[config.mk]
export PLATFORM = sky130hd
export DESIGN_NAME = ntt_modmul
export DESIGN_NICKNAME = d
export VERILOG_FILES = /design/src/rtl/ntt_pkg.sv /design/src/rtl/ntt_modmul.sv
export SDC_FILE = /design/constraint.sdc
export NUM_CORES = 2
export LEC_CHECK = 0
export BUFFER_PORTS_ARGS = -buffer_cell sky130_fd_sc_hd__buf_2
export CORE_MARGIN = 4
export CORE_UTILIZATION = 66
export CTS_BUF_LIST = sky130_fd_sc_hd__clkbuf_2
export CTS_CLUSTER_DIAMETER = 40
export DETAILED_ROUTE_END_ITERATION = 8
export PLACE_DENSITY = 0.83
export REMOVE_ABC_BUFFERS = 1
export SYNTH_ARGS = -nofsm -noshare
export SYNTH_HDL_FRONTEND = slang
export SYNTH_SLANG_ARGS = --single-unit
export TNS_END_PERCENT = 30
[constraint.sdc]
create_clock -name clk_i -period 7.1 [get_ports clk_i]
set_input_delay 0.355 -clock clk_i [delete_from_list [all_inputs] [get_ports clk_i]]
set_output_delay 0.355 -clock clk_i [all_outputs]
set_load 0.1 [all_outputs]
[src/rtl/ntt_pkg.sv]
// shared constants, types and constant arithmetic for the ntt block
package ntt_pkg;

  localparam logic [30:0] P = 31'd2013265921;
  localparam logic [30:0] G = 31'd31;
  localparam int unsigned TWO_ADICITY = 27;
  localparam logic [31:0] MU = 32'((64'd1 << 62) / 64'(P));

  typedef enum logic [1:0] {
    FUNC_LOAD = 2'd0,
    FUNC_RUN  = 2'd1,
    FUNC_READ = 2'd2,
    FUNC_NOP  = 2'd3
  } func_e;

  typedef enum logic {
    CFG_INVERSE = 1'b0,
    CFG_LOG2LEN = 1'b1
  } cfg_idx_e;

  typedef logic [30:0] resid_t;

  function automatic resid_t pow_mod(logic [63:0] base, logic [63:0] ex);
    logic [63:0] acc;
    logic [63:0] b;
    logic [63:0] e;
    acc = 64'd1;
    b = base % 64'(P);
    e = ex;
    for (int k = 0; k < 64; k++) begin
      if (e[0]) acc = (acc * b) % 64'(P);
      b = (b * b) % 64'(P);
      e = e >> 1;
    end
    return resid_t'(acc);
  endfunction

endpackage

[src/rtl/ntt_modmul.sv]
// four stage barrett modular multiplier
module ntt_modmul import ntt_pkg::*; (
  input  logic   clk_i,
  input  logic   rst_ni,
  input  logic   valid_i,
  input  resid_t a_i,
  input  resid_t b_i,
  output logic   valid_o,
  output resid_t r_o
);

  logic [3:0]  vld_q;
  logic [61:0] prod1_q;
  logic [32:0] low2_q;
  logic [31:0] quo2_q;
  logic [32:0] rem3_q;
  resid_t      r4_q;
  logic [63:0] qprod;
  logic [62:0] qp;
  logic [32:0] rem_d;
  logic [32:0] rem_m1;
  logic [32:0] rem_m2;

  assign qprod = 64'(prod1_q[61:30]) * 64'(MU);
  assign qp    = 63'(quo2_q) * 63'(P);
  assign rem_d = low2_q - qp[32:0];
  assign rem_m1 = rem3_q - 33'(P);
  assign rem_m2 = rem3_q - 33'({P, 1'b0});

  always_ff @(posedge clk_i or negedge rst_ni) begin
    if (!rst_ni) begin
      vld_q <= '0;
    end else begin
      vld_q <= {vld_q[2:0], valid_i};
    end
  end

  always_ff @(posedge clk_i) begin
    prod1_q <= 62'(a_i) * 62'(b_i);
    low2_q  <= prod1_q[32:0];
    quo2_q  <= qprod[63:32];
    rem3_q  <= rem_d;
    if (rem3_q < 33'(P)) begin
      r4_q <= rem3_q[30:0];
    end else if (rem_m1 < 33'(P)) begin
      r4_q <= rem_m1[30:0];
    end else begin
      r4_q <= rem_m2[30:0];
    end
  end

  assign valid_o = vld_q[3];
  assign r_o     = r4_q;

endmodule
Word level (Yosys, flattened, before mapping)
Index checks and enable logic that the tools add are counted.
{"block": "word_totals", "ff_bits": 195, "input_bits": 65, "output_inout_bits": 32}
{"block": "op_classes", "addsub": 3, "multipliers": 3, "n_lt_le_gt_ge": 2, "muxes": 2}
{"cell": "less-than comparator 33 x 31 -> 1 bit (second input constant)", "count": 2}
{"cell": "multiplier 32 x 32 -> 64 bit (second input constant)", "count": 1}
{"cell": "multiplier 31 x 31 -> 62 bit", "count": 1}
{"cell": "two-way mux 31 bit", "count": 2}
{"cell": "multiplier 32 x 31 -> 33 bit (second input constant)", "count": 1}
{"cell": "subtractor 33 x 31 -> 33 bit (second input constant)", "count": 1}
{"cell": "subtractor 33 bit", "count": 1}
{"cell": "subtractor 31 bit (second input constant)", "count": 1}

Depth between registers and ports, before layout
{"block": "depth", "word_depth": 4, "depth_mapped": 29, "mapped_depth_nobuf": 28}

Least setup slack after synthesis
OpenSTA, ideal clock, no wires.
{"block": "synth_timing", "path_kind": "input -> register", "startpoint": "in a_i[21]", "endpoint": "reg prod1_q[55]", "setup_ps": 62, "arrival_time_ps": 7105, "path_slack_ps": -67, "path_stages": 24, "n_path_buf": 1, "path_cell_list": "clkbuf_1 -> nand2_1 -> fa_1 -> fa_1 -> fa_1 -> fa_1 -> inv_1 -> fa_1 -> fa_1 -> fa_1 -> inv_1 -> fa_1 -> inv_1 -> ha_1 -> nand3_1 -> o211ai_1 -> a211oi_1 -> o31ai_1 -> o31ai_1 -> a211oi_1 -> o21ai_0 -> a21oi_1 -> or4b_2 -> nand3_1"}
{"block": "synth_between", "elab_chain_cells": 1}
{"item": "from (decl)", "line_no": "ntt_modmul.sv:6", "rtl": "input resid_t a_i,"}
{"item": "multiplier 31 x 31 -> 62 bit", "line_no": "ntt_modmul.sv:39", "rtl": "prod1_q <= 62'(a_i) * 62'(b_i);"}
{"item": "to (signal assigned)", "line_no": "ntt_modmul.sv:39"}
{"item": "to (decl)", "line_no": "ntt_modmul.sv:13", "rtl": "logic [61:0] prod1_q;"}
No other way between the ends.

Final worst setup path
{"block": "layout_timing", "startpoint": "reg prod1_q[34]", "endpoint": "reg quo2_q[17]"}
{"block": "layout_between", "elab_chain_cells": 1}
{"item": "multiplier 32 x 32 -> 64 bit", "line_no": "ntt_modmul.sv:24", "rtl": "assign qprod = 64'(prod1_q[61:30]) * 64'(MU);"}
{"item": "net qprod[49]", "line_no": "ntt_modmul.sv:18", "rtl": "logic [63:0] qprod;"}
{"item": "to (signal assigned)", "line_no": "ntt_modmul.sv:41", "rtl": "quo2_q <= qprod[63:32];"}
{"item": "to (decl)", "line_no": "ntt_modmul.sv:15", "rtl": "logic [31:0] quo2_q;"}
The timed path passes the listed nets, and every way through them passes these cells.

==> results by group <==
Status
  – Status: complete, no violations

Critical path
  – WP data required: about 7.9 ns
  – Maximum fanout along the worst path: 6
  – Startpoint Class: flop
  – Crit path kind: reg2reg
  – CP arrival: between 7 and 8 ns
  – Critical Path End Type: flop

Synthesis
  – Post-synth cell types: 75
  – Cell Area, Synth: ~50,000 um^2
  – Sequential element share of the synthesized area: 7.80%
  – Syn Inst Count: ~5.4k
  – Synth Warn #: 0
  – Post-synth EDFFs: 0
  – Primary FF master, synth: dfxtp_1
  – #FFs+latches synth: 195
  – Async S/R FF share, synth: 2.05%
  – Mean Syn Cell Area: slightly above 9 um^2

Timing
  – Final Critical Period: 6.89 ns
  – Fin. max-slew vios: 0
  – Fmax achieved: roughly 0.15 GHz
  – Rel. slew slack: 46.2%
  – RSZ-0062 raised after global routing: false
  – Final hold violations: 0
  – Clk_skew: 0.0864 ns
  – Worst-margin pin slew: 0.807 ns
  – Finish-stage setup viols: 0
  – Period utilization: 97.1%
  – TNS Setup: 0 ns

Job
  – Max Cap Viol: 0

Global routing
  – Met1 usage: 41.5%
  – First-pass GRT wire length: 206,000 um
  – Grt total ovfl: 0
  – Most Used Layer, Global Route: met2
  – Initial antenna violation count: 3
  – M2 GR Usage: around 53%
  – Pin count of the biggest net entering global routing: 21
  – Vias in the first global route: 41.1k
  – GR Util All Layers: 31.7%
  – Met3 Resource Use GR: between 5 and 6%

Route
  – DRT iter0 DRCs: between 3k and 4k
  – Final ANT Viol Nets: 0
  – Final WL: 124,000 um
  – Vias after detailed routing: 37.7k
  – WL/cell: between 15 and 20 um
  – First-pass iteration count of the detailed router: 6
  – Vias per cell: approximately 5.6
  – Post-route DRC: 0

Floorplanning
  – Ports: 97
  – Row cnt: 100
  – Core area: roughly 75,000 um^2
  – Starting density of the core: approximately two thirds
  – Die ar.: just over 80,000 um^2
  – Die Width: 284 um
  – Overall die height: between 200 and 300 um

Finish
  – Commonest non-fill, non-tap cell in the layout: inv_1
  – Fin nets: 7,498
  – Most frequent cells in the layout: 1,387 x inv_1, 1,046 x fa_1, 671 x ha_1
  – Ratio of cells with drive above 1 in the final layout: under 10%
  – Area delta synth->final: 8.15%

CTS
  – CTS tree: yes
  – Worst-path clk slew: roughly 0.30 ns
  – H-tree depth: 4
  – TritonCTS Buffers: 17
  – Clk buf depth: 2
  – Root Driver: clkbuf_2
  – Number of post-CTS setup repair buffers: 0
  – Total clock sinks: about 200
  – Clock latency on the worst-skew pair: roughly 0.95 ns

Placed design
  – Hpwl dp: between 100,000 and 150,000 um
  – GPL Wtd Cong: about 1.0
  – PortBufs: 96

Hold path
  – Worst min path class: in2reg
## cells in the mapped netlist (5+ instances only)
master,instances,area share [%]
or2_2,10,0.12
xor2_1,53,0.92
a31o_2,5,0.087
nor4_1,12,0.15
a211oi_1,13,0.19
o31ai_1,9,0.13
xnor2_1,117,2.0
fa_1,1046,42
nor2_1,101,0.75
or3_1,8,0.10
a21o_1,54,0.81
clkbuf_1,200,1.5
nand2b_1,16,0.20
inv_1,1387,10
a2111oi_0,5,0.087
and2_1,522,6.5
o21bai_1,23,0.34
o211ai_1,10,0.15
a31oi_1,13,0.16
and3_1,14,0.17
o21ai_0,79,0.79
dfxtp_1,191,7.6
nand2_1,527,3.9
nor3_1,32,0.32
nand4_1,27,0.34
nor2b_1,9,0.11
a21oi_1,139,1.4
a41oi_1,5,0.087
ha_1,671,17
nand3b_1,7,0.10
o21a_1,18,0.27
nand3_1,44,0.44
## what timing repair did
item / 4_1_cts / 5_1_grt
hold endpoints to repair: 5 / 0
hold buffers: 4 / 0
gates resized for setup: 0 / 8
endpoints found under the setup margin: 0 / 7
## metrics by stage
step	setup WS [ns]	utilization [%]	hold slack [ns]	instances	area, um^2
detailed placement	-0.605	72.1	0.162	6662	54100
global route	0.00345	72.6	0.0778	6699	54400
floorplan	0.122	-	0.0594	5236	49500
global placement	-0.421	72.1	0.157	6662	54100
CTS	0.0963	72.5	0.0225	6698	54400
finish	0.208	72.6	0.116	6699	54400
## layer usage
| layer | part of all wire [%] | vias to the layer above |
|---|---|---|
| li1 | - | 16811 |
| met1 | 39 | 18757 |
| met2 | 48 | 1744 |
| met3 | 8.9 | 363 |
| met5 | 0.021 | - |
| met4 | 3.9 | 4 |
## critical path: stages, from the launching register on
cell and delay [ns]:
dfxtp_2 0.52, ha_1 0.37, ha_1 0.33, inv_1 0.13, fa_1 0.47, fa_1 0.53
fa_1 0.49, inv_1 0.05, fa_1 0.49, inv_1 0.05, fa_1 0.47, inv_1 0.04
ha_1 0.33, a21o_1 0.22, o41ai_1 0.56, nand2_1 0.20, or3_1 0.47, a31oi_1 0.30
o31ai_1 0.14, a21oi_1 0.30, o21ai_0 0.16, xor2_1 0.22
## path summary, 6_finish.rpt
kind / startpoint / endpoint / slack [ns] / depth (start not counted)
max reg2reg: prod1_q[34]$_DFF_P_ / quo2_q[17]$_DFF_P_ / 0.21 / 21
min in group asynchronous: rst_ni / vld_q[1]$_DFF_PN0_ / 0.21 / 3
min reg2reg: prod1_q[26]$_DFF_P_ / low2_q[26]$_DFF_P_ / 0.32 / 0
max in group asynchronous: rst_ni / vld_q[0]$_DFF_PN0_ / 6.74 / 3
min: b_i[0] / prod1_q[0]$_DFF_P_ / 0.12 / 3
max: prod1_q[34]$_DFF_P_ / quo2_q[17]$_DFF_P_ / 0.21 / 21
## cells by family after synthesis
kind of cell | count (synthesis) | synth area share (%)
fa+ha+maj | 1717 | 58.3
simple gates | 1350 | 13.6
xor+xnor | 170 | 2.96
buf+inv | 1591 | 11.9
mux | 3 | 0.0871
compound gates | 414 | 5.24
flops | 195 | 7.80
## state kept, by name, summed over array words and instances, names as in the netlist
name,flops
low2_q,33
rem3_q,33
prod1_q,62
vld_q,4
quo2_q,32
r_o,31
## final cells by class
type | instances | area (um^2)
sequential | 195 | 3930
inverter | 1387 | 5210
multi-input combinational | 3654 | 40400
tap | 969 | 1210
clock inverter | 15 | 181
fill | 5178 | 20600
clock buffer | 17 | 85.1
timing repair buffer | 461 | 3400
antenna | 1 | 2.50
Power is left out: the tool's default activity adds up to more than one toggle a clock period on the data nets, which glitch-free logic cannot reach.
